===== config.mk =====
export PLATFORM = sky130hd
export DESIGN_NAME = file_url_percent_decoder
export DESIGN_NICKNAME = d
export VERILOG_FILES = /design/src/rtl/fupd_pkg.sv /design/src/rtl/file_url_percent_decoder.sv
export SDC_FILE = /design/constraint.sdc
export NUM_CORES = 1
export LEC_CHECK = 0
export ABC_AREA = 1
export BUFFER_PORTS_ARGS = -buffer_cell sky130_fd_sc_hd__buf_2
export CORE_ASPECT_RATIO = 0.9
export CORE_UTILIZATION = 44
export DETAILED_ROUTE_END_ITERATION = 6
export PLACE_DENSITY = 0.74
export SYNTH_ARGS = -nofsm -noshare
export SYNTH_HDL_FRONTEND = slang
export SYNTH_SLANG_ARGS = --single-unit

===== constraint.sdc =====
create_clock -name clk_i -period 1.7 [get_ports clk_i]
set_input_delay 0 -clock clk_i [delete_from_list [all_inputs] [get_ports clk_i]]
set_output_delay 0 -clock clk_i [all_outputs]
set_load 0.01 [all_outputs]

===== src/rtl/fupd_pkg.sv =====
// Constants, codes and helper functions for the file URL percent decoder.
`default_nettype none

package fupd_pkg;

  // Length of the prefix "file://"
  localparam logic [2:0] URL_PFX_LEN = 3'd7;

  // Special bytes
  localparam logic [7:0] ESC_CHAR   = 8'h25;
  localparam logic [7:0] SLASH_CHAR = 8'h2F;

  // Separator register reset value
  localparam logic [7:0] SEP_RESET = 8'd47;

  // Configuration bus
  localparam int unsigned PADDR_W = 3;
  localparam int unsigned PDATA_W = 32;
  localparam logic        REG_SEPARATOR = 1'b0;

  // Status codes on the last word
  localparam logic [1:0] ST_OK     = 2'd0;
  localparam logic [1:0] ST_PREFIX = 2'd1;
  localparam logic [1:0] ST_HEX    = 2'd2;
  localparam logic [1:0] ST_TRUNC  = 2'd3;

  // Escape phase codes
  localparam logic [1:0] PH_NONE = 2'd0;
  localparam logic [1:0] PH_HIGH = 2'd1;
  localparam logic [1:0] PH_LOW  = 2'd2;

  // Expected byte at a given prefix position
  function automatic logic [7:0] prefix_char(input logic [2:0] pos);
    logic [7:0] c;
    case (pos)
      3'd0:    c = 8'h66;  // f
      3'd1:    c = 8'h69;  // i
      3'd2:    c = 8'h6C;  // l
      3'd3:    c = 8'h65;  // e
      3'd4:    c = 8'h3A;  // :
      3'd5:    c = 8'h2F;  // /
      3'd6:    c = 8'h2F;  // /
      default: c = 8'h00;
    endcase
    return c;
  endfunction

  // Hex digit value; bit 4 flags a byte that is not a hex digit
  function automatic logic [4:0] hex_value(input logic [7:0] c);
    logic [4:0] v;
    if (c inside {[8'h30:8'h39]}) begin
      v = {1'b0, c[3:0]};
    end else if (c inside {[8'h41:8'h46], [8'h61:8'h66]}) begin
      v = {1'b0, c[3:0] + 4'd9};
    end else begin
      v = 5'h10;
    end
    return v;
  endfunction

endpackage

`default_nettype wire


===== src/rtl/file_url_percent_decoder.sv =====
// Top level of the file URL percent decoder.
// Takes one URL byte per cycle, checks the "file://" prefix, decodes percent
// escapes and maps each unescaped slash after the prefix to the separator
// register. Each accepted byte goes through combinational decode logic into a
// single result register, so the block sustains one byte per clock and any
// result appears in the cycle after its byte is accepted; input is held off
// only while a result waits with res_ready_i low. Data words carry status 0;
// the word for the byte flagged last always appears with the final status, and
// a consumer drops the words of that URL when the status is nonzero.
`default_nettype none

module file_url_percent_decoder (
  input  wire logic                          clk_i,
  input  wire logic                          rst_ni,
  // Input byte stream
  input  wire logic                          in_valid_i,
  output logic                               in_ready_o,
  input  wire logic [7:0]                    in_byte_i,
  input  wire logic                          in_last_i,
  // Result stream
  output logic                               res_valid_o,
  input  wire logic                          res_ready_i,
  output logic [7:0]                         out_byte_o,
  output logic                               out_valid_o,
  output logic                               out_last_o,
  output logic [1:0]                         status_o,
  // Configuration port
  input  wire logic                          psel,
  input  wire logic                          penable,
  input  wire logic                          pwrite,
  input  wire logic [fupd_pkg::PADDR_W-1:0]  paddr,
  input  wire logic [fupd_pkg::PDATA_W-1:0]  pwdata,
  output logic [fupd_pkg::PDATA_W-1:0]       prdata,
  output logic                               pready
);
  import fupd_pkg::*;

  logic [7:0] sep_q;
  logic [2:0] pos_q, pos_d;
  logic [1:0] phase_q, phase_d;
  logic [3:0] hn_q, hn_d;
  logic       bad_q, bad_d;
  logic [1:0] err_q, err_d;
  logic       emit;
  logic [7:0] ob;
  logic [4:0] hv;
  logic       in_acc;
  logic       res_load;
  logic       res_valid_q;
  logic [7:0] out_byte_q;
  logic       out_valid_q;
  logic       out_last_q;
  logic [1:0] status_q;
  logic       cfg_wr;

  // Configuration register access
  assign pready = 1'b1;
  assign cfg_wr = psel && penable && pwrite && pready;
  assign prdata = (paddr[PADDR_W-1] == REG_SEPARATOR) ?
                  {{(PDATA_W-8){1'b0}}, sep_q} : '0;

  always_ff @(posedge clk_i or negedge rst_ni) begin
    if (!rst_ni) begin
      sep_q <= SEP_RESET;
    end else if (cfg_wr && (paddr[PADDR_W-1] == REG_SEPARATOR)) begin
      sep_q <= pwdata[7:0];
    end
  end

  // Accept a byte whenever the result register is free or being drained
  assign in_ready_o = !res_valid_q || res_ready_i;
  assign in_acc     = in_valid_i && in_ready_o;

  // Decode one byte against the stream state
  always_comb begin
    pos_d   = pos_q;
    phase_d = phase_q;
    hn_d    = hn_q;
    bad_d   = bad_q;
    err_d   = err_q;
    emit    = 1'b0;
    ob      = '0;
    hv      = hex_value(in_byte_i);
    if (err_q == ST_OK) begin
      if (pos_q < URL_PFX_LEN) begin
        if (in_byte_i != prefix_char(pos_q)) begin
          err_d = ST_PREFIX;
        end else begin
          pos_d = pos_q + 3'd1;
          if (in_last_i && (pos_d < URL_PFX_LEN)) begin
            err_d = ST_PREFIX;
          end
        end
      end else begin
        case (phase_q)
          PH_HIGH: begin
            bad_d = hv[4];
            hn_d  = hv[3:0];
            if (in_last_i) begin
              err_d = ST_TRUNC;
            end else begin
              phase_d = PH_LOW;
            end
          end
          PH_LOW: begin
            if (bad_q || hv[4]) begin
              err_d = ST_HEX;
            end else begin
              emit = 1'b1;
              ob   = {hn_q, hv[3:0]};
            end
            phase_d = PH_NONE;
          end
          default: begin
            if (in_byte_i == ESC_CHAR) begin
              if (in_last_i) begin
                err_d = ST_TRUNC;
              end else begin
                phase_d = PH_HIGH;
              end
            end else begin
              emit = 1'b1;
              ob   = (in_byte_i == SLASH_CHAR) ? sep_q : in_byte_i;
            end
          end
        endcase
      end
    end
  end

  // Advance the stream state; clear it after the last byte
  always_ff @(posedge clk_i or negedge rst_ni) begin
    if (!rst_ni) begin
      pos_q   <= '0;
      phase_q <= PH_NONE;
      hn_q    <= '0;
      bad_q   <= 1'b0;
      err_q   <= ST_OK;
    end else if (in_acc) begin
      if (in_last_i) begin
        pos_q   <= '0;
        phase_q <= PH_NONE;
        hn_q    <= '0;
        bad_q   <= 1'b0;
        err_q   <= ST_OK;
      end else begin
        pos_q   <= pos_d;
        phase_q <= phase_d;
        hn_q    <= hn_d;
        bad_q   <= bad_d;
        err_q   <= err_d;
      end
    end
  end

  // Hold the result word until it is taken
  assign res_load = in_acc && (emit || in_last_i);

  always_ff @(posedge clk_i or negedge rst_ni) begin
    if (!rst_ni) begin
      res_valid_q <= 1'b0;
    end else if (res_load) begin
      res_valid_q <= 1'b1;
    end else if (res_ready_i) begin
      res_valid_q <= 1'b0;
    end
  end

  always_ff @(posedge clk_i) begin
    if (res_load) begin
      out_byte_q  <= ob;
      out_valid_q <= emit;
      out_last_q  <= in_last_i;
      status_q    <= in_last_i ? err_d : ST_OK;
    end
  end

  assign res_valid_o = res_valid_q;
  assign out_byte_o  = out_byte_q;
  assign out_valid_o = out_valid_q;
  assign out_last_o  = out_last_q;
  assign status_o    = status_q;

endmodule

`default_nettype wire


# Word-level counts from Yosys, hierarchy flattened
# Index checks and enable logic that the tools add are counted.
# W data, S select, Z words.
totals:
  in_bits: 51
  wordCells: 105
  out_inout_bits: 47
  reg_bits: 33
classes:
  mux: 43
  bitwise: 2
  n_eq_ne: 13
  reduce_logical: 26
  n_lt_le_gt_ge: 8
  add_sub_neg: 2
op_table:
  columns: ["cell", "count"]
  rows:
  - ["$mux W8", 6]
  - ["$pmux W7 S6", 1]
  - ["$mux W2", 12]
  - ["$eq A8 B6 Y1 const B", 2]
  - ["$ge A8 B7 Y1 const B", 2]
  - ["$le A8 B7 Y1 const B", 2]
  - ["$mux W4", 4]
  - ["$pmux W8 S2", 1]
  - ["$mux W3", 4]
  - ["$reduce_and A4 Y1", 3]
  - ["$mux W1", 10]
  - ["$mux W5", 2]
  - ["$reduce_bool A2 Y1", 5]
  - ["$eq A3 B3 Y1 const B", 3]
  - ["$logic_and A1 B1 Y1", 9]
  - ["$ge A8 B6 Y1 const B", 1]
  - ["$le A8 B6 Y1 const B", 1]
  - ["$ne A8 B8 Y1", 1]
  - ["$pmux W2 S2", 2]
  - ["$eq A3 B2 Y1 const B", 2]
  - ["$lt A3 B3 Y1 const B", 2]
  - ["$add A4 B4 Y4 const B", 1]
  - ["$ne A2 B2 Y1 const B", 2]
  - ["$reduce_bool A4 Y1", 1]
  - ["other kinds (11)", 15]

# Depth between registers and ports, before layout
logic_depth:
  depth_word: 13
  depth_mapped: 15
  ltp_nobuf: 14

# Worst setup path after synthesis
# No wires, ideal clock.
synth_path:
  kind: "register to register"
  start: "reg pos_q[0]"
  end: "reg status_q[0] (netlist: status_o[0]) (data pin)"
  stages_incl_launch_ff: 13
  setup_ps: 260
  path_buffers: 0
  setup_slack_ps: -153
  period_less_slack_ps: 1853
  required_time_ps: 1440
  arrival_ps: 1593
  cell_sequence: "dfrtp_1 ha_1 ha_1 inv_1 nand2_4 nor2_4 nand2_2 nand3_1 nand2_1 nor2_2 nand3_1 nand2_1 a21oi_1"
synth_between:
  elab_chain_cells: 9
  elab_cells_between_ends: 20
  classes_between: "add/sub (1); order compare (2); eq/ne (7); mux (7); reduce/logical (3)"
synth_lines:
  columns: ["element", "line_no", "source"]
  rows:
  - ["start: declaration", "file_url_percent_decoder.sv:39", "logic [2:0] pos_q, pos_d;"]
  - ["start signal: assignment", "file_url_percent_decoder.sv:147", "pos_q <= pos_d;"]
  - ["$eq A3 B3 Y1", "fupd_pkg.sv:35", "case (pos)"]
  - ["$reduce_or A2 Y1 (no line)", null, null]
  - ["$pmux W7 S6", "fupd_pkg.sv:35", null]
  - ["$mux W8", "file_url_percent_decoder.sv:85", "if (pos_q < URL_PFX_LEN) begin"]
  - ["$mux W8", "file_url_percent_decoder.sv:84", "if (err_q == ST_OK) begin"]
  - ["$ne A8 B8 Y1", "file_url_percent_decoder.sv:86", "if (in_byte_i != prefix_char(pos_q)) begin"]
  - ["$mux W2", "file_url_percent_decoder.sv:86", null]
  - ["$mux W2 *", "file_url_percent_decoder.sv:85", null]
  - ["$mux W2 *", "file_url_percent_decoder.sv:84", null]
  - ["end signal: assignment", "file_url_percent_decoder.sv:174", "status_q <= in_last_i ? err_d : ST_OK;"]
  - ["end: declaration", "file_url_percent_decoder.sv:53", "logic [1:0] status_q;"]
# Every way passes the cells marked *; elsewhere a longest branch is shown, timed or not. The select of a mux whose other input is x is not followed.
# A chain may end at the register's enable or synchronous reset.

# Worst setup path in the final report
layout_path:
  start: "reg pos_q[1]"
  end: "reg pos_q[1]"
layout_between:
  elab_chain_cells: 8
  elab_cells_between_ends: 21
  classes_between: "add/sub (1); order compare (1); eq/ne (8); mux (7); reduce/logical (4)"
layout_lines:
  columns: ["element", "line_no"]
  rows:
  - ["$eq A3 B3 Y1", "fupd_pkg.sv:35"]
  - ["$reduce_or A2 Y1 (no line)", null]
  - ["$pmux W7 S6", "fupd_pkg.sv:35"]
  - ["$mux W8", "file_url_percent_decoder.sv:85"]
  - ["$mux W8", "file_url_percent_decoder.sv:84"]
  - ["$ne A8 B8 Y1", "file_url_percent_decoder.sv:86"]
  - ["$ne A2 B2 Y1 (no line)", null]
  - ["$reduce_and A4 Y1 (no line)", null]
# Several ways; a longest one is shown, not always the timed one. The select of a mux whose other input is x is not followed.

==> qor.csv <==
metric;value;unit
status;finished, violations left;
violated checks;setup timing;
Slew headroom;61.6;%
Synth Flop Type;dfrtp_1;
final slew viol count;0;
final setup skew;5.82;ps
Final HPWL DP;4070;um
core region area;0.00526;mm^2
slew of the pin with the lowest slew margin;575;ps
Hold Vio Cnt, Final;0;
Post-Synth Adder-Cell Area;5.74;%
post-synthesis simple-gate area fraction;29.2;%
die width;79.8;um
drt pass-1 iters;5;
final worst-path cycle share;111;%
gpl congestion;0.936;
Pwr per Cell Area;858;mW/mm^2
final WL;5640;um
Crit Path Max Fanout;6;
final setup violation count;5;
row count;25;
n_diodes;0;
RSZ-0062 raised after global routing;true;
CTS tree;done;
compound-cell area share of the yosys netlist;11.0;%
Worst EP required;1920;ps
maximum level of the CTS H-tree;2;
min Tclk post-route;1890;ps
drt drc;0;
Wirelength per Cell;12.3;um
Synth Area per Inst;7.66;um^2
max-cap violations;0;
gr usage total;20.8;%
Synth Instances;313;
xor/xnor cell area share of the yosys netlist;0.366;%
cell count after placement;439;
maximum clock path buffer count;2;
Worst Setup End Kind;flip-flop;
met3 WL;343;um
Hold Path Class;primary input to flip-flop;
Nets;452;
WL met2;2790;um
Util after Layout;58.9;%
Initial DRC Count;98;
VDD IR max;470;uV
Ys Warns;0;
multiplexer share of the synthesized area;0;%
largest area contributor in the netlist;dfrtp_1;
EDFF count, synth;12;
Yosys top cell area share;16.7;%
Root Buffer Master;clkbuf_8;
DR vias;2247;
clk sink count;33;
worst setup margin;-193;ps
uppermost layer routed;met4;
highest clock rate;528;MHz
footprint of the multi-input gates;0.00136;mm^2
Startpoint Class;flip-flop;
register area;895;um^2
Fillers;477;
post-route ant nets;0;
worst-skew pair later-pin latency;290;ps
routed length on met1;2430;um
Post-Syn Area;0.00240;mm^2
largest net degree at the start of global routing;22;
register area share after synthesis;37.2;%
Clock Pin Slew Worst Setup and Hold Paths;70;ps
total grt overflow;0;
share of cells above drive strength 1;34.3;%
vias in the first global route;2089;
top cells by area, synth;dfrtp_1, edfxtp_1, nand2_1, buf_4, inv_1;
Via-to-Cell Ratio;4.91;
Area Growth Syn to Fin;29.2;%
I/O pin count;98;
non-filler cells, final;458;
Synth Register Bits;33;
Arrival @ worst endpoint;2120;ps
count of cell types in the netlist;34;
Num CTS Buffers;5;
chip height;72.0;um
Pleak;0.00150;uW
starting density of the core;45.6;%
PortBufs;46;
Post-synth ARST share;63.6;%
die area;0.00574;mm^2
first-pass GRT wire length;9260;um
initial antenna violation count;0;
largest family of logic cells by synthesized area;simple AND/OR/NAND/NOR gates;
CP Class;flip-flop to flip-flop;
[per-stage QoR]
stage	TNS [ps]	cell area [um^2]	power, uW	setup slack, ps	hold slack [ps]
6_report	-859	3100	2660	-193	10.6
5_1_grt	-2400	3100	2830	-300	28.0
4_1_cts	-607	3010	2570	-146	10.9
3_5_place_dp	-859	2740	1900	-212	4.06
3_3_place_gp	-470	2740	1880	-128	-5.46
2_1_floorplan	-105	2490	1630	-105	-296
[repair_timing]
action                     4_1_cts  5_1_grt
hold endpoints to repair        25        0
setup endpoints to repair        5       26
hold buffers                    10        0
pin swaps                        5        3
setup buffers                    1        0
gates resized for setup         17       23
[power breakdown]
| group | total [uW] | switching, uW | internal (uW) |
|---|---|---|---|
| Combinational | 1100 | 657 | 445 |
| Sequential | 986 | 66.2 | 920 |
| Clock | 568 | 285 | 283 |
[area by class of cell]
type | count | share of cell area [%]
multi-input combinational | 230 | 43.8
inverter | 45 | 5.86
clock inverter | 2 | 0.323
sequential | 33 | 28.9
timing repair buffer | 75 | 16.0
clock buffer | 6 | 2.34
tap | 67 | 2.71
[state kept, by name (all words and copies together) (netlist names)]
signal,count
out_byte_o,8
out_valid_o,1
err_q,2
phase_q,2
pos_q,3
status_o,2
sep_q,8
res_valid_o,1
bad_q,1
hn_q,4
out_last_o,1
[critical path, cell delays in order, from the launching register on]
cell and delay (ps):
dfrtp_2 480, ha_4 190, ha_4 160, inv_4 60, nand2_4 60, nor2_4 100, nand2_2 80, nand2_2 70
nand3_2 90, nor2_4 120, buf_4 120, nand3_4 90, nand2_4 110, nand2_2 40, nand2_1 60
[kinds of logic (layout without fill, tap and decap cells)]
logic type | count (synthesis) | in the layout
fa+ha+maj | 11 | 11
xor+xnor | 1 | 1
simple gates | 143 | 143
compound gates | 50 | 50
buf+inv | 73 | 128
other cells | 2 | 25
flops | 33 | 33
[final timing paths]
kind                       cells after the start  slack, ps     endpoint        start
setup / recovery                              14       -190     pos_q[1]     pos_q[1]
hold / removal                                 4         10  res_valid_o  res_ready_i
setup reg to reg                              14       -190     pos_q[1]     pos_q[1]
hold reg to reg                                2        490      hn_q[1]      hn_q[1]
max in group asynchronous                      2       1120     sep_q[2]       rst_ni
min in group asynchronous                      2        210     pos_q[2]       rst_ni
[cell usage in the layout, fill, tap and decap left out, types with 3 or more instances in the layout]
master / synthesis / final
ha_1: 11 / 5
dlygate4sd3_1: 0 / 10
buf_4: 25 / 15
nand4_1: 7 / 7
inv_1: 40 / 36
nand2_1: 60 / 52
nand3_1: 14 / 12
ha_4: 0 / 6
nand2_4: 2 / 4
a21oi_1: 28 / 25
nand3_2: 4 / 5
dfrtp_1: 16 / 14
nor2_2: 3 / 3
clkbuf_8: 0 / 5
nor2_1: 32 / 31
o21ai_0: 18 / 16
nand2_2: 10 / 16
nor3_1: 5 / 5
a21oi_2: 1 / 3
inv_2: 3 / 6
edfxtp_1: 12 / 12
buf_2: 1 / 46
buf_6: 1 / 3
dfstp_2: 5 / 5
conb_1: 2 / 25
[cells in the mapped netlist (2+ instances only)]
| library cell | number |
|---|---|
| inv_1 | 40 |
| nand2_1 | 60 |
| nor2_1 | 32 |
| conb_1 | 2 |
| nand3_2 | 4 |
| a21oi_1 | 28 |
| buf_4 | 25 |
| dfstp_2 | 5 |
| nand3_1 | 14 |
| edfxtp_1 | 12 |
| ha_1 | 11 |
| nor3_2 | 2 |
| nand2_2 | 10 |
| nand2_4 | 2 |
| inv_2 | 3 |
| nand4_1 | 7 |
| nor2_2 | 3 |
| o21ai_0 | 18 |
| nor3_1 | 5 |
| dfrtp_1 | 16 |
[metal layers]
layer	GRT usage [%]	vias up
met3	4.65	11
met2	35.4	81
met1	26.0	1038
met5	0	-
li1	-	1117
met4	7.14	0
Note: power is estimated with default switching activity, not from simulation.
